--- src/rtl/core/lkt_pkg.sv ---
// shared types, character codes and token codes for the logic keyword tokenizer
package lkt_pkg;

    localparam logic [7:0] CH_NUL   = 8'h00;
    localparam logic [7:0] CH_SPACE = 8'h20;
    localparam logic [7:0] CH_OPEN  = 8'h28;
    localparam logic [7:0] CH_CLOSE = 8'h29;
    localparam logic [7:0] CH_A     = 8'h61;
    localparam logic [7:0] CH_D     = 8'h64;
    localparam logic [7:0] CH_E     = 8'h65;
    localparam logic [7:0] CH_F     = 8'h66;
    localparam logic [7:0] CH_H     = 8'h68;
    localparam logic [7:0] CH_I     = 8'h69;
    localparam logic [7:0] CH_N     = 8'h6e;
    localparam logic [7:0] CH_O     = 8'h6f;
    localparam logic [7:0] CH_P     = 8'h70;
    localparam logic [7:0] CH_Q     = 8'h71;
    localparam logic [7:0] CH_R     = 8'h72;
    localparam logic [7:0] CH_S     = 8'h73;
    localparam logic [7:0] CH_T     = 8'h74;
    localparam logic [7:0] CH_X     = 8'h78;

    localparam int unsigned FIFO_DEPTH = 4;
    localparam int unsigned PTR_W      = $clog2(FIFO_DEPTH);
    localparam int unsigned CNT_W      = PTR_W + 1;

    typedef enum logic [12:0] {
        ST_IDLE = 13'b0000000000001,
        ST_N    = 13'b0000000000010,
        ST_NO   = 13'b0000000000100,
        ST_A    = 13'b0000000001000,
        ST_AN   = 13'b0000000010000,
        ST_O    = 13'b0000000100000,
        ST_X    = 13'b0000001000000,
        ST_XO   = 13'b0000010000000,
        ST_I    = 13'b0000100000000,
        ST_IF   = 13'b0001000000000,
        ST_T    = 13'b0010000000000,
        ST_TH   = 13'b0100000000000,
        ST_THE  = 13'b1000000000000
    } kw_state_t;

    typedef enum logic [3:0] {
        TK_OPERAND = 4'd0,
        TK_NOT     = 4'd1,
        TK_AND     = 4'd2,
        TK_OR      = 4'd3,
        TK_XOR     = 4'd4,
        TK_IF      = 4'd5,
        TK_THEN    = 4'd6,
        TK_IFF     = 4'd7,
        TK_OPEN    = 4'd8,
        TK_CLOSE   = 4'd9,
        TK_ERROR   = 4'd10
    } token_kind_t;

    typedef enum logic [1:0] {
        LT_P = 2'd0,
        LT_Q = 2'd1,
        LT_R = 2'd2,
        LT_S = 2'd3
    } letter_t;

    typedef struct packed {
        token_kind_t kind;
        letter_t     letter;
        logic        last;
    } token_t;

    typedef struct packed {
        logic [1:0] count;
        token_t     tok0;
        token_t     tok1;
        kw_state_t  next_state;
    } dec_t;

endpackage

--- src/rtl/core/lkt_if.sv ---
// valid/ready channel interfaces for character and token beats
interface lkt_char_if;
    logic       valid;
    logic       ready;
    logic [7:0] character;

    modport source (output valid, output character, input ready);
    modport sink (input valid, input character, output ready);
endinterface

interface lkt_token_if;
    logic       valid;
    logic       ready;
    logic [3:0] token_kind;
    logic [1:0] operand_letter;
    logic       last_of_run;

    modport source (output valid, output token_kind, output operand_letter,
                    output last_of_run, input ready);
    modport sink (input valid, input token_kind, input operand_letter,
                  input last_of_run, output ready);
endinterface

--- src/rtl/core/lkt_decode.sv ---
// keyword recognizer next-state and token decode for one character
module lkt_decode
(
    input  lkt_pkg::kw_state_t state,
    input  logic [7:0]         character,
    output lkt_pkg::dec_t      dec
);

    typedef struct packed {
        logic               hit;
        lkt_pkg::token_t    tok;
        lkt_pkg::kw_state_t st;
    } start_t;

    function automatic start_t start_char(input logic [7:0] c);
        start_t s;
        s.hit        = 1'b0;
        s.tok.kind   = lkt_pkg::TK_OPERAND;
        s.tok.letter = lkt_pkg::LT_P;
        s.tok.last   = 1'b1;
        s.st         = lkt_pkg::ST_IDLE;
        case (c)
            lkt_pkg::CH_P:     s.hit = 1'b1;
            lkt_pkg::CH_Q:
            begin
                s.hit        = 1'b1;
                s.tok.letter = lkt_pkg::LT_Q;
            end
            lkt_pkg::CH_R:
            begin
                s.hit        = 1'b1;
                s.tok.letter = lkt_pkg::LT_R;
            end
            lkt_pkg::CH_S:
            begin
                s.hit        = 1'b1;
                s.tok.letter = lkt_pkg::LT_S;
            end
            lkt_pkg::CH_OPEN:
            begin
                s.hit      = 1'b1;
                s.tok.kind = lkt_pkg::TK_OPEN;
            end
            lkt_pkg::CH_CLOSE:
            begin
                s.hit      = 1'b1;
                s.tok.kind = lkt_pkg::TK_CLOSE;
            end
            lkt_pkg::CH_N:     s.st = lkt_pkg::ST_N;
            lkt_pkg::CH_A:     s.st = lkt_pkg::ST_A;
            lkt_pkg::CH_O:     s.st = lkt_pkg::ST_O;
            lkt_pkg::CH_X:     s.st = lkt_pkg::ST_X;
            lkt_pkg::CH_I:     s.st = lkt_pkg::ST_I;
            lkt_pkg::CH_T:     s.st = lkt_pkg::ST_T;
            default:           s.hit = 1'b0;
        endcase
        return s;
    endfunction

    logic [7:0]           want;
    lkt_pkg::kw_state_t   step_state;
    lkt_pkg::token_kind_t done_kind;
    logic                 completes;
    logic                 idle;
    start_t               restart;
    lkt_pkg::token_t      plain_tok;

    always_comb
    begin
        want       = lkt_pkg::CH_NUL;
        step_state = lkt_pkg::ST_IDLE;
        done_kind  = lkt_pkg::TK_ERROR;
        completes  = 1'b0;
        idle       = 1'b0;
        case (state)
            lkt_pkg::ST_N:
            begin
                want       = lkt_pkg::CH_O;
                step_state = lkt_pkg::ST_NO;
            end
            lkt_pkg::ST_NO:
            begin
                want      = lkt_pkg::CH_T;
                done_kind = lkt_pkg::TK_NOT;
                completes = 1'b1;
            end
            lkt_pkg::ST_A:
            begin
                want       = lkt_pkg::CH_N;
                step_state = lkt_pkg::ST_AN;
            end
            lkt_pkg::ST_AN:
            begin
                want      = lkt_pkg::CH_D;
                done_kind = lkt_pkg::TK_AND;
                completes = 1'b1;
            end
            lkt_pkg::ST_O:
            begin
                want      = lkt_pkg::CH_R;
                done_kind = lkt_pkg::TK_OR;
                completes = 1'b1;
            end
            lkt_pkg::ST_X:
            begin
                want       = lkt_pkg::CH_O;
                step_state = lkt_pkg::ST_XO;
            end
            lkt_pkg::ST_XO:
            begin
                want      = lkt_pkg::CH_R;
                done_kind = lkt_pkg::TK_XOR;
                completes = 1'b1;
            end
            lkt_pkg::ST_I:
            begin
                want       = lkt_pkg::CH_F;
                step_state = lkt_pkg::ST_IF;
            end
            lkt_pkg::ST_IF:
            begin
                want      = lkt_pkg::CH_F;
                done_kind = lkt_pkg::TK_IFF;
                completes = 1'b1;
            end
            lkt_pkg::ST_T:
            begin
                want       = lkt_pkg::CH_H;
                step_state = lkt_pkg::ST_TH;
            end
            lkt_pkg::ST_TH:
            begin
                want       = lkt_pkg::CH_E;
                step_state = lkt_pkg::ST_THE;
            end
            lkt_pkg::ST_THE:
            begin
                want      = lkt_pkg::CH_N;
                done_kind = lkt_pkg::TK_THEN;
                completes = 1'b1;
            end
            default:           idle = 1'b1;
        endcase
    end

    assign restart = start_char(character);

    always_comb
    begin
        plain_tok.kind   = lkt_pkg::TK_ERROR;
        plain_tok.letter = lkt_pkg::LT_P;
        plain_tok.last   = 1'b1;

        dec.count      = 2'd0;
        dec.tok0       = plain_tok;
        dec.tok1       = restart.tok;
        dec.next_state = lkt_pkg::ST_IDLE;

        if (idle)
        begin
            dec.count      = {1'b0, restart.hit};
            dec.tok0       = restart.tok;
            dec.next_state = restart.st;
        end
        else if (character == want)
        begin
            if (completes)
            begin
                dec.count     = 2'd1;
                dec.tok0.kind = done_kind;
            end
            else
            begin
                dec.next_state = step_state;
            end
        end
        else if (state == lkt_pkg::ST_IF && character == lkt_pkg::CH_SPACE)
        begin
            dec.count     = 2'd1;
            dec.tok0.kind = lkt_pkg::TK_IF;
        end
        else
        begin
            // error token, then the same character again from idle
            dec.count      = restart.hit ? 2'd2 : 2'd1;
            dec.tok0.last  = ~restart.hit;
            dec.next_state = restart.st;
        end
    end

endmodule

--- src/rtl/core/lkt_tok_fifo.sv ---
// small token queue taking up to two tokens per cycle and giving one
module lkt_tok_fifo
(
    input  logic                  clk,
    input  logic                  rst_n,
    input  logic                  push,
    input  lkt_pkg::dec_t         dec,
    output logic                  room2,
    lkt_token_if.source           tokens
);

    lkt_pkg::token_t mem_reg [lkt_pkg::FIFO_DEPTH];

    logic [lkt_pkg::PTR_W-1:0] wr_ptr_reg;
    logic [lkt_pkg::PTR_W-1:0] wr_ptr_next;
    logic [lkt_pkg::PTR_W-1:0] wr_ptr_b;
    logic [lkt_pkg::PTR_W-1:0] rd_ptr_reg;
    logic [lkt_pkg::PTR_W-1:0] rd_ptr_next;
    logic [lkt_pkg::CNT_W-1:0] count_reg;
    logic [lkt_pkg::CNT_W-1:0] count_next;
    logic [1:0]                push_n;
    logic                      pop;
    lkt_pkg::token_t           head;

    assign push_n  = push ? dec.count : 2'd0;
    assign pop     = tokens.valid & tokens.ready;
    assign wr_ptr_b = wr_ptr_reg + lkt_pkg::PTR_W'(1);

    assign wr_ptr_next = wr_ptr_reg + lkt_pkg::PTR_W'(push_n);
    assign rd_ptr_next = rd_ptr_reg + lkt_pkg::PTR_W'(pop);
    assign count_next  = count_reg + lkt_pkg::CNT_W'(push_n) - lkt_pkg::CNT_W'(pop);

    assign room2 = count_reg <= lkt_pkg::CNT_W'(lkt_pkg::FIFO_DEPTH - 2);

    always_ff @(posedge clk or negedge rst_n)
    begin
        if (!rst_n)
        begin
            wr_ptr_reg <= '0;
            rd_ptr_reg <= '0;
            count_reg  <= '0;
        end
        else
        begin
            wr_ptr_reg <= wr_ptr_next;
            rd_ptr_reg <= rd_ptr_next;
            count_reg  <= count_next;
        end
    end

    always_ff @(posedge clk)
    begin
        if (push_n != 2'd0)
        begin
            mem_reg[wr_ptr_reg] <= dec.tok0;
        end
        if (push_n == 2'd2)
        begin
            mem_reg[wr_ptr_b] <= dec.tok1;
        end
    end

    assign head                  = mem_reg[rd_ptr_reg];
    assign tokens.valid          = count_reg != '0;
    assign tokens.token_kind     = head.kind;
    assign tokens.operand_letter = head.letter;
    assign tokens.last_of_run    = head.last;

endmodule

--- src/rtl/core/logic_keyword_tokenizer.sv ---
// top level: streaming tokenizer for propositional-logic text
// an accepted character beat is registered, then decoded, and its tokens go to the queue
// throughput: one character per cycle while the queue has room for two tokens;
//   the queue drains one token per cycle while tokens.ready is high
// reset: rst_n asynchronous active low, clears the recognizer to idle and empties the queue
module logic_keyword_tokenizer
(
    input  logic        clk,
    input  logic        rst_n,
    lkt_char_if.sink    chars,
    lkt_token_if.source tokens
);

    logic               in_valid_reg;
    logic [7:0]         char_reg;
    lkt_pkg::kw_state_t state_reg;
    lkt_pkg::dec_t      dec;
    logic               room2;
    logic               consume;

    assign consume     = in_valid_reg & room2;
    assign chars.ready = ~in_valid_reg | consume;

    always_ff @(posedge clk or negedge rst_n)
    begin
        if (!rst_n)
        begin
            in_valid_reg <= 1'b0;
            state_reg    <= lkt_pkg::ST_IDLE;
        end
        else
        begin
            if (chars.ready)
            begin
                in_valid_reg <= chars.valid;
            end
            if (consume)
            begin
                state_reg <= dec.next_state;
            end
        end
    end

    always_ff @(posedge clk)
    begin
        if (chars.valid && chars.ready)
        begin
            char_reg <= chars.character;
        end
    end

    lkt_decode u_decode
    (
        .state     (state_reg),
        .character (char_reg),
        .dec       (dec)
    );

    lkt_tok_fifo u_fifo
    (
        .clk    (clk),
        .rst_n  (rst_n),
        .push   (consume),
        .dec    (dec),
        .room2  (room2),
        .tokens (tokens)
    );

endmodule

--- src/flat_wrapper.sv ---
// flat-port wrapper written by rule: the top's interface ports become plain ports
module logic_keyword_tokenizer_flat 
  (clk, rst_n, chars_valid, chars_character, chars_ready, tokens_valid, tokens_token_kind, tokens_operand_letter, tokens_last_of_run, tokens_ready);
  lkt_char_if chars_i ();
  lkt_token_if tokens_i ();
  input  logic clk;
  input  logic rst_n;
  input wire logic [$bits(chars_i.valid)-1:0] chars_valid;
  input wire logic [$bits(chars_i.character)-1:0] chars_character;
  output wire logic [$bits(chars_i.ready)-1:0] chars_ready;
  output wire logic [$bits(tokens_i.valid)-1:0] tokens_valid;
  output wire logic [$bits(tokens_i.token_kind)-1:0] tokens_token_kind;
  output wire logic [$bits(tokens_i.operand_letter)-1:0] tokens_operand_letter;
  output wire logic [$bits(tokens_i.last_of_run)-1:0] tokens_last_of_run;
  input wire logic [$bits(tokens_i.ready)-1:0] tokens_ready;
  assign chars_i.valid = chars_valid;
  assign chars_i.character = chars_character;
  assign chars_ready = chars_i.ready;
  assign tokens_valid = tokens_i.valid;
  assign tokens_token_kind = tokens_i.token_kind;
  assign tokens_operand_letter = tokens_i.operand_letter;
  assign tokens_last_of_run = tokens_i.last_of_run;
  assign tokens_i.ready = tokens_ready;
  logic_keyword_tokenizer u_core (.clk(clk), .rst_n(rst_n), .chars(chars_i), .tokens(tokens_i));
endmodule
--- config.mk ---
export PLATFORM = sky130hd
export DESIGN_NAME = logic_keyword_tokenizer_flat
export DESIGN_NICKNAME = d
export VERILOG_FILES = /design/src/rtl/core/lkt_pkg.sv /design/src/rtl/core/lkt_if.sv /design/src/rtl/core/lkt_decode.sv /design/src/rtl/core/lkt_tok_fifo.sv /design/src/rtl/core/logic_keyword_tokenizer.sv /design/src/flat_wrapper.sv
export SDC_FILE = /design/constraint.sdc
export NUM_CORES = 1
export LEC_CHECK = 0
export BUFFER_PORTS_ARGS = -buffer_cell sky130_fd_sc_hd__buf_2
export CORE_MARGIN = 2
export CORE_UTILIZATION = 45
export CTS_CLUSTER_SIZE = 8
export DETAILED_ROUTE_END_ITERATION = 8
export PLACE_DENSITY_LB_ADDON = 0.25
export SLEW_MARGIN = 20
export SYNTH_ARGS = -nofsm -noshare
export SYNTH_HDL_FRONTEND = slang
export SYNTH_SLANG_ARGS = --single-unit
--- constraint.sdc ---
create_clock -name clk -period 4.6 [get_ports clk]
set_clock_uncertainty 0.1 [all_clocks]
set_input_delay 0.92 -clock clk [delete_from_list [all_inputs] [get_ports clk]]
set_output_delay 0.92 -clock clk [all_outputs]
set_load 0.05 [all_outputs]
==> run summary, run 1 <==
status: finished clean
n_diodes: 0
PD cells: 455 nW/um^2
Clock Latency Late Sink: 340 ps
Most used DFF post-synth: edfxtp_1
hold_sp: u_core.u_fifo.mem_reg[1][5]
Core Region: 7850 sq um
total track usage: 21.2%
post-synthesis sequential area ratio: 40.4%
worst flop-to-flop path startpoint: u_core.state_reg[5]
CTS sink cnt: 57
worst path required time: 4730 ps
post-CTS setup buffer count: 0
minimum clock period: 4260 ps
DR iter-0 viols: 268
io pins: 21
Mapped Cells: 359
die height: 94.5 microns
die area: 8920 sq um
Post-synth EDFFs: 24
Setup TNS: 0 ps
GRT Residual Overflow: 0
crit path kind: reg -> reg
Hold WC Path Type: reg -> reg
Post-CTS Hold Buffers: 0
# resized after CTS: 0
DRC: 0
wirelength, routed: 8680 microns
vias: 3030
worst slew pin tran: 662 ps
CP Data Arrival Time: 4390 ps
vias per cell: 6.33
initial antenna violation count: 0
most frequent cells in the layout: nand2_1, nor2_1, edfxtp_1
vias in the first global route: 2828
#FFs+latches synth: 57
Fmax: 0.235 GHz
CTS H-Tree Depth: 3
syn avg cell area: 10.3 sq um
CP startpoint kind: flip-flop
pre-CTS setup slack: 404 ps
leakage: 1.46 nW
Starting Density: 46.9%
nets@finish: 390
VDD IR max: 0.345 mV
Max Cap Violations: 0
unrepaired setup endpoints after global routing: false
first-pass detailed-route iteration total: 5
DP Wirelength: 6440 microns
Root Driver: clkbuf_8
async set or reset register ratio after synthesis: 36.8%
total power: 1.79 mW
Slew Limit Headroom: 55.5%
clock tree buffer depth: 2
critical path capture point type: flip-flop
Area Overhead vs Synth: 7.00%
count of final setup violators: 0
Port-buffer cells: 20
first-pass GRT wire length: 14400 microns
fin worst setup slack: 340 ps
syn_nets: 377
TritonCTS clock tree: built
Post-Syn Area: 3680 sq um
utilization after layout: 50.2%
final hold viol count: 0
commonest non-fill, non-tap cell in the layout: nand2_1
post-route ant nets: 0
final worst path period share: 92.6%
final max-slew violation count: 0
WHS: 404 ps
RD Place Congestion: 0.911
r2r setup slk: 340 ps
row cnt: 32
Avg WL per Cell: 18.1 microns
number of flip-flops under the largest register name: 28
TritonCTS Buffers: 9
largest net degree at the start of global routing: 23
clock-pin slew on the worst setup and hold paths: 70 ps
DIE WIDTH: 94.5 microns
yosys warns: 0
Synth cell types: 83
launch point of the worst path: u_core.state_reg[5]
fill count: 745
share of layout cells above drive strength 1: 20.2%
Max FO, Critical Path: 9
## metrics by stage
stage	cells	instance area (sq um)
final	479	3940
after global routing	479	3940
after CTS	479	3940
after detailed placement	463	3730
after global placement	463	3730
after floorplan	359	3680
## worst max-delay path, stage by stage (launching register included)
cell	delay, ps
dfrtp_1	510
nor4_4	570
nor3b_4	320
nand2_2	150
and4b_2	280
o211a_4	300
nand3_4	150
nor2_1	80
or4_1	490
ha_1	310
inv_1	60
ha_1	120
inv_1	50
fa_1	360
xor2_1	160
xnor2_1	120
## layout make-up
cell class | count | area [sq um] | share of cell area (%)
Clock buffer | 10 | 128 | 3.24
Clock inverter | 6 | 81.3 | 2.06
Inverter | 8 | 30.0 | 0.762
Tap cell | 102 | 128 | 3.24
Sequential cell | 57 | 1490 | 37.8
Multi-Input combinational cell | 271 | 1950 | 49.4
Timing Repair Buffer | 25 | 138 | 3.49
## Yosys cell counts, drive strengths merged, types with 4 or more instances
cell type / n / share of area, %
o21ai: 12 / 1.6
nor4b: 4 / 0.95
xor2: 10 / 2.4
or4: 5 / 1.1
o22ai: 6 / 1.0
inv: 8 / 0.82
nor4: 9 / 2.3
nand2: 40 / 4.1
dfrtp: 20 / 14
a21oi: 16 / 2.2
nor3: 14 / 2.3
and3: 5 / 0.88
clkbuf: 14 / 3.3
mux4: 7 / 4.3
nand3: 15 / 2.4
nor2: 27 / 3.0
ha: 5 / 1.7
a21boi: 6 / 1.2
o21a: 5 / 1.0
nand4: 10 / 1.7
a31oi: 4 / 1.1
o211ai: 4 / 0.95
buf: 7 / 1.4
and2: 5 / 0.88
or3: 7 / 1.3
edfxtp: 24 / 20
dfxtp: 12 / 6.5
## metal layers
layer	global-route usage, %	vias to the layer above	wire length (microns)
li1	-	1393	-
met1	28.7	1465	3860
met2	32.6	140	3950
met3	3.91	32	562
met4	11.1	0	304
met5	0	-	0
## cell families after synthesis
group / share of synthesized area, %
compound gates: 17.6
xor+xnor: 3.09
fa+ha+maj: 2.24
buf+inv: 6.69
flops: 40.4
mux: 5.23
simple gates: 24.7
## report_power, final
group,internal (mW),switching (mW)
Clock,0.302,0.207
Combinational,0.207,0.373
Sequential,0.598,0.108
Total,1.11,0.688
## path summary, 6_finish.rpt
check | to | cells past startpoint
worst max-delay path | u_core.u_fifo.count_reg[2] | 15
worst min-delay path | u_core.u_fifo.mem_reg[1][5] | 1
worst max register to register | u_core.u_fifo.count_reg[2] | 15
worst min register to register | u_core.u_fifo.mem_reg[1][5] | 1
max in group asynchronous | u_core.state_reg[0] | 1
min in group asynchronous | u_core.state_reg[1] | 1
No activity file was read; power rests on OpenSTA's default activity.
==> run 2: changes to the inputs <==
==> constraint.sdc (replaced) <==
create_clock -name clk -period 4.15 [get_ports clk]
set_clock_uncertainty 0.1 [all_clocks]
set_input_delay 0.83 -clock clk [delete_from_list [all_inputs] [get_ports clk]]
set_output_delay 0.83 -clock clk [all_outputs]
set_load 0.05 [all_outputs]
==> run 2 against run 1 <==
  * Sequential cell count is the same
  * Critical path depth is the same
  * Worst setup slack lost 180 ps
  * Clock-buffer cell count is the same
  * Combinational power grew 17%
  * Final area grew 4.3%
==> run summary, run 2 (synthesis gave the netlist of run 1 again) <==
register area: 1490 sq um (about the same)
Max Cap Violations: 0 (unchanged)
final hold viol count: 0 (unchanged)
unrepaired setup endpoints after global routing: false (unchanged)
multi-input logic area: 1980 sq um (was 1950 sq um)
pre-CTS setup slack: 158 ps (was 404 ps)
Sw Pwr: 786 uW (was 688 uW)
TritonCTS clock tree: built (unchanged)
final worst path period share: 96.1% (was 92.6%)
io pins: 21 (unchanged)
die height: 94.5 microns (unchanged)
sequential cell fraction of total power: 39.3% (about the same)
number of flip-flops under the largest register name: 28 (unchanged)
nets@finish: 410 (was 390)
vias in the first global route: 2950 (was 2828)
CTS sink cnt: 57 (unchanged)
n_diodes: 0 (unchanged)
wirelength, routed: 9060 microns (was 8680 microns)
clock-pin slew on the worst setup and hold paths: 70 ps (about the same)
Avg WL per Cell: 18.2 microns (was 18.1 microns)
status: finished clean (unchanged)
vias: 3050 (was 3030)
clock tree buffer depth: 2 (unchanged)
combinational share of power: 34.3% (was 32.3%)
CP startpoint kind: flip-flop (unchanged)
count of final setup violators: 0 (unchanged)
clock network power share: 26.5% (was 28.4%)
VDD IR max: 0.447 mV (was 0.345 mV)
DIE WIDTH: 94.5 microns (unchanged)
commonest non-fill, non-tap cell in the layout: nand2_1 (unchanged)
total track usage: 21.7% (was 21.2%)
final max-slew violation count: 0 (unchanged)
die area: 8920 sq um (unchanged)
first-pass detailed-route iteration total: 5 (unchanged)
Root Driver: clkbuf_8 (unchanged)
fin worst setup slack: 161 ps (was 340 ps)
initial antenna violation count: 0 (unchanged)
minimum clock period: 3990 ps (was 4260 ps)
Port-buffer cells: 20 (unchanged)
Fmax: 0.251 GHz (was 0.235 GHz)
total internal power: 1.19 mW (was 1.11 mW)
Hold WC Path Type: in -> async (was reg -> reg)
R2R depth: 15 (unchanged)
post-route ant nets: 0 (unchanged)
RR Endpoint: u_core.u_fifo.count_reg[2] (unchanged)
largest net degree at the start of global routing: 23 (unchanged)
CTS H-Tree Depth: 3 (unchanged)
PD cells: 480 nW/um^2 (was 455 nW/um^2)
RD Place Congestion: 0.944 (was 0.911)
DP Wirelength: 6710 microns (was 6440 microns)
most frequent cells in the layout: nand2_1, nor2_1, buf_4 (was nand2_1, nor2_1, edfxtp_1)
Setup TNS: 0 ps (unchanged)
CP Data Arrival Time: 4110 ps (was 4390 ps)
first-pass GRT wire length: 14900 microns (was 14400 microns)
leakage: 1.54 nW (was 1.46 nW)
Clock Latency Late Sink: 340 ps (about the same)
worst slew pin tran: 628 ps (was 662 ps)
worst flop-to-flop path startpoint: u_core.state_reg[1] (was u_core.state_reg[5])
total power: 1.97 mW (was 1.79 mW)
Area Overhead vs Synth: 11.6% (was 7.00%)
GRT Residual Overflow: 0 (unchanged)
r2r setup slk: 160 ps (was 340 ps)
Max FO, Critical Path: 6 (was 9)
WHS: 357 ps (was 404 ps)
share of layout cells above drive strength 1: 26.4% (was 20.2%)
DR iter-0 viols: 308 (was 268)
worst path required time: 4270 ps (was 4730 ps)
fill count: 750 (was 745)
row cnt: 32 (unchanged)
crit path kind: reg -> reg (unchanged)
Core Region: 7850 sq um (unchanged)
Switching Fraction: 39.8% (was 38.3%)
Starting Density: 46.9% (unchanged)
vias per cell: 6.11 (was 6.33)
utilization after layout: 52.3% (was 50.2%)
DRC: 0 (unchanged)
TritonCTS Buffers: 9 (unchanged)
Slew Limit Headroom: 57.7% (was 55.5%)
critical path capture point type: flip-flop (unchanged)
-- run 2: what timing repair did --
item                       4_1_cts  5_1_grt
buffers inserted                 0       11
setup endpoints to repair        0        1
gates resized for setup          0        7
hold buffers                     0        0
-- run 2: through the flow --
stage | instance area (sq um) | std cells
finish | 4110 | 499
global placement | 3800 | 472
detailed placement | 3800 | 472
floorplan | 3680 | 359
CTS | 3990 | 488
global route | 4110 | 499
-- run 2: layout make-up --
class	count	area share, %
multi-input combinational	271	48.2
sequential	57	36.2
timing repair buffer	45	7.01
clock buffer	10	3.11
tap	102	3.11
clock inverter	6	1.64
inverter	8	0.731
-- run 2: routing by layer --
metal	vias up	GRT usage [%]	share of wire (%)
met5	-	0	0
met4	0	8.57	1.8
met3	21	4.47	7.6
met2	132	33.6	46
met1	1457	30.0	44
li1	1440	-	-
-- run 2: power by group through the flow --
stage / logic [mW] / clock network, mW / registers [mW]
CTS: 0.662 / 0.534 / 0.775
global route: 0.732 / 0.556 / 0.793
floorplan: 0.608 / 0 / 0.707
finish: 0.676 / 0.522 / 0.775
global placement: 0.655 / 0 / 0.783
detailed placement: 0.659 / 0 / 0.787
-- run 2: worst max-delay path: stages (launching register included) --
cell     delay, ps
dfrtp_2        460
or4_4          590
nor3b_4        280
nand2_2        120
buf_4          160
a41oi_4        190
o211a_4        250
a31oi_4        100
or4_4          490
ha_1           280
inv_1           60
ha_1           130
inv_1           50
fa_2           330
xor2_1         160
xnor2_1        130
-- run 2: how the worst max path moves through the flow --
| stage | slack (ps) | end | depth (start not counted) | from |
|---|---|---|---|---|
| after floorplan | 180 | u_core.u_fifo.count_reg[2] | 15 | u_core.state_reg[1] |
| after global placement | 230 | u_core.u_fifo.count_reg[2] | 15 | u_core.state_reg[1] |
| after detailed placement | 160 | u_core.u_fifo.count_reg[2] | 15 | u_core.state_reg[1] |
| after CTS | 130 | u_core.u_fifo.count_reg[2] | 15 | u_core.state_reg[1] |
| after global routing | 10 | u_core.u_fifo.count_reg[2] | 15 | u_core.state_reg[1] |
| final | 160 | u_core.u_fifo.count_reg[2] | 15 | u_core.state_reg[1] |
==> run 3: changes to the inputs <==
--- a/config.mk
+++ b/config.mk
@@ -14,4 +14,5 @@
 export SLEW_MARGIN = 20
 export SYNTH_ARGS = -nofsm -noshare
 export SYNTH_HDL_FRONTEND = slang
+export SYNTH_HIERARCHICAL = 1
 export SYNTH_SLANG_ARGS = --single-unit
==> run 3 against run 2 <==
  * Synthesized cell count shrank 16%
  * Critical path depth shrank 4
  * Clock-buffer cell count down 1
  * Worst setup slack better by 60 ps
  * Sequential cell count unchanged
  * Synthesized area fell by 0.37%
  * Clock power decreased by 2%
  * Utilization rose by 0.33 points
  * Critical endpoint is now u_core/u_fifo/mem_reg[3][4]
  * Largest power group unchanged
==> run summary, run 3 <==
final hold viol count: 0 (unchanged)
DP Wirelength: 5420 microns (was 6710 microns)
DR iter-0 viols: 136 (was 308)
Synth Area in Adders: 1.57% (was 2.24%)
largest family of logic cells by synthesized area: simple AND/OR/NAND/NOR gates (unchanged)
Clock Latency Late Sink: 330 ps (was 340 ps)
count of final setup violators: 0 (unchanged)
Root Driver: clkbuf_8 (unchanged)
syn avg cell area: 12.1 sq um (was 10.3 sq um)
placed insts: 424 (was 472)
first-pass detailed-route iteration total: 4 (was 5)
Max FO, Critical Path: 7 (was 6)
Synth top area share: 29.5% (was 19.6%)
die area: 8890 sq um (was 8920 sq um)
final max-slew violation count: 0 (unchanged)
nets@finish: 349 (was 410)
Slowest-stage cell, CP: or3b_1 (was or4_4)
clock-pin slew on the worst setup and hold paths: 70 ps (about the same)
CTS H-Tree Depth: 3 (unchanged)
Synth cell types: 70 (was 83)
top post-synthesis cells by area: edfxtp_1, dfrtp_1, mux2_2 (was edfxtp_1, dfrtp_1, dfxtp_1)
clock tree buffer depth: 2 (unchanged)
Max Cap Violations: 0 (unchanged)
status: finished clean (unchanged)
R2R depth: 11 (was 15)
leakage: 1.66 nW (was 1.54 nW)
vias: 2484 (was 3050)
total power: 1.87 mW (was 1.97 mW)
critical path capture point type: flip-flop (unchanged)
TritonCTS clock tree: built (unchanged)
Port-buffer cells: 20 (unchanged)
yosys warns: 6 (was 0)
fill count: 683 (was 750)
first-pass GRT wire length: 12400 microns (was 14900 microns)
GRT Residual Overflow: 0 (unchanged)
DRC: 0 (unchanged)
Hold WC Path Type: in -> async (unchanged)
leading area contributor after synthesis: edfxtp_1 (unchanged)
crit path kind: reg -> reg (unchanged)
multiplexer share of the synthesized area: 19.1% (was 5.23%)
post-route ant nets: 0 (unchanged)
total track usage: 18.5% (was 21.7%)
top cells by count, synth: edfxtp_1, mux2_2, dfrtp_1, nor2_1, mux2_4 (was nand2_1, nor2_1, edfxtp_1)
Avg WL per Cell: 17.3 microns (was 18.2 microns)
worst slew pin tran: 764 ps (was 628 ps)
Post-Syn Area: 3670 sq um (was 3680 sq um)
vias per cell: 5.65 (was 6.11)
CTS sink cnt: 57 (unchanged)
area fraction in compound gates after synthesis: 5.76% (was 17.6%)
minimum clock period: 3930 ps (was 3990 ps)
share of layout cells above drive strength 1: 38.5% (was 26.4%)
DIE WIDTH: 94.3 microns (was 94.5 microns)
worst-path cell chain: or3b_1 -> nor4b_1 -> o21ai_1 -> o2111ai_4 -> mux2i_1 -> nor4_4 -> a31oi_1 -> nor2b_2 -> nand3b_4 -> or3b_1 -> mux2_4 (was or4_4 -> nor3b_4 -> nand2_2 -> buf_4 -> a41oi_4 -> o211a_4 -> a31oi_4 -> or4_4 -> ha_1 -> inv_1 -> ha_1 -> inv_1 -> fa_2 -> xor2_1 -> xnor2_1)
most frequent cells in the layout: edfxtp_1, mux2_2, buf_2, nor2_1, dfrtp_1 (was nand2_1, nor2_1, buf_4)
largest net degree at the start of global routing: 22 (was 23)
row cnt: 32 (unchanged)
initial antenna violation count: 0 (unchanged)
worst path required time: 4130 ps (was 4270 ps)
Post-Synth Simple-Gate Area: 21.0% (was 24.7%)
Fmax: 0.255 GHz (was 0.251 GHz)
worst flop-to-flop path startpoint: u_core/state_reg[8] (was u_core.state_reg[1])
Slew Limit Headroom: 48.9% (was 57.7%)
CP Data Arrival Time: 3910 ps (was 4110 ps)
Area Overhead vs Synth: 12.1% (was 11.6%)
final worst path period share: 94.7% (was 96.1%)
wirelength, routed: 7610 microns (was 9060 microns)
Starting Density: 47.0% (was 46.9%)
RD Place Congestion: 1.01 (was 0.944)
Mapped Cells: 303 (was 359)
Post-CTS Hold Buffers: 0 (unchanged)
launch point of the worst path: u_core/state_reg[8] (was u_core.state_reg[1])
XOR/XNOR Fraction of Synth Area: 4.54% (was 3.09%)
io pins: 21 (unchanged)
CP startpoint kind: flip-flop (unchanged)
VDD IR max: 0.437 mV (was 0.447 mV)
RR Endpoint: u_core/u_fifo/mem_reg[3][4] (was u_core.u_fifo.count_reg[2])
post-synthesis sequential area ratio: 43.8% (was 40.4%)
commonest non-fill, non-tap cell in the layout: edfxtp_1 (was nand2_1)
placed inst area: 3910 sq um (was 3800 sq um)
Worst path max stage delay: 570 ps (was 590 ps)
count leader, synth: edfxtp_1 (was nand2_1)
r2r setup slk: 220 ps (was 160 ps)
Setup TNS: 0 ps (unchanged)
utilization after layout: 52.7% (was 52.3%)
final instance area: 4110 sq um (about the same)
vias in the first global route: 2412 (was 2950)
Post-synth EDFFs: 36 (was 24)
Most Frequent Cell on Critical Path: or3b_1
number of flip-flops under the largest register name: 28 (unchanged)
PD cells: 455 nW/um^2 (was 480 nW/um^2)
async set or reset register ratio after synthesis: 36.8% (unchanged)
die height: 94.3 microns (was 94.5 microns)
Post-Layout Cell Count: 440 (was 499)
TritonCTS Buffers: 9 (unchanged)
#FFs+latches synth: 57 (unchanged)
Core Region: 7810 sq um (was 7850 sq um)
n_diodes: 0 (unchanged)
Most used DFF post-synth: edfxtp_1 (unchanged)
run 3: timing repair:
item,4_1_cts,5_1_grt
gates resized for setup,0,5
buffers inserted,0,0
endpoints found under the setup margin,0,6
run 3: cell families (layout without fill, tap and decap cells):
logic type               Yosys count  in the layout
AO/OA/AOI/OAI                     27             27
XOR/XNOR                          19             19
adder cells (fa/ha/maj)            4              4
buffers and inverters             27             61
flip-flops                        57             57
multiplexers                      50             50
other                              2              3
AND/OR/NAND/NOR                  117            117
run 3: routing by layer:
layer / vias to the layer above / routed length (microns) / global-route usage, %
met3: 14 / 350 / 4.01
met4: 0 / 141 / 6.64
met5: - / 0 / 0
met2: 82 / 3650 / 30.1
met1: 1192 / 3470 / 24.4
li1: 1196 / - / -
run 3: critical path, delay by kind of cell, from the launching register on:
family / cells / cell delay (ps)
flip-flops: 1 / 460
AND/OR/NAND/NOR: 6 / 2160
multiplexers: 2 / 510
AO/OA/AOI/OAI: 3 / 440
run 3: layout make-up:
type | count | area [sq um] | area share (%)
multi-input combinational | 220 | 1930 | 46.9
tap | 102 | 128 | 3.10
timing repair buffer | 35 | 213 | 5.17
inverter | 10 | 37.5 | 0.913
sequential | 57 | 1610 | 39.2
clock buffer | 9 | 124 | 3.01
clock inverter | 7 | 70.1 | 1.70
run 3: report_power, final:
group	total [mW]	internal [mW]	switching, mW
clock	0.510	0.276	0.234
combinational	0.586	0.225	0.361
sequential	0.777	0.670	0.106
total	1.87	1.17	0.702
run 3: metrics by stage:
stage / hold WS, ps / setup WS, ps
CTS: 372 / 198
detailed placement: 393 / 261
finish: 357 / 221
global placement: 383 / 265
floorplan: 362 / 77.3
global route: 396 / -15.2
run 3: worst max-delay path by stage:
| stage | slack [ps] | cells past startpoint | endpoint |
|---|---|---|---|
| after floorplan | 80 | 16 | u_core/u_fifo/count_reg[2] |
| after global placement | 270 | 11 | u_core/u_fifo/mem_reg[3][5] |
| after detailed placement | 260 | 11 | u_core/u_fifo/mem_reg[3][4] |
| after CTS | 200 | 11 | u_core/u_fifo/mem_reg[3][4] |
| after global routing | -20 | 15 | u_core/u_fifo/count_reg[2] |
| final | 220 | 11 | u_core/u_fifo/mem_reg[3][4] |
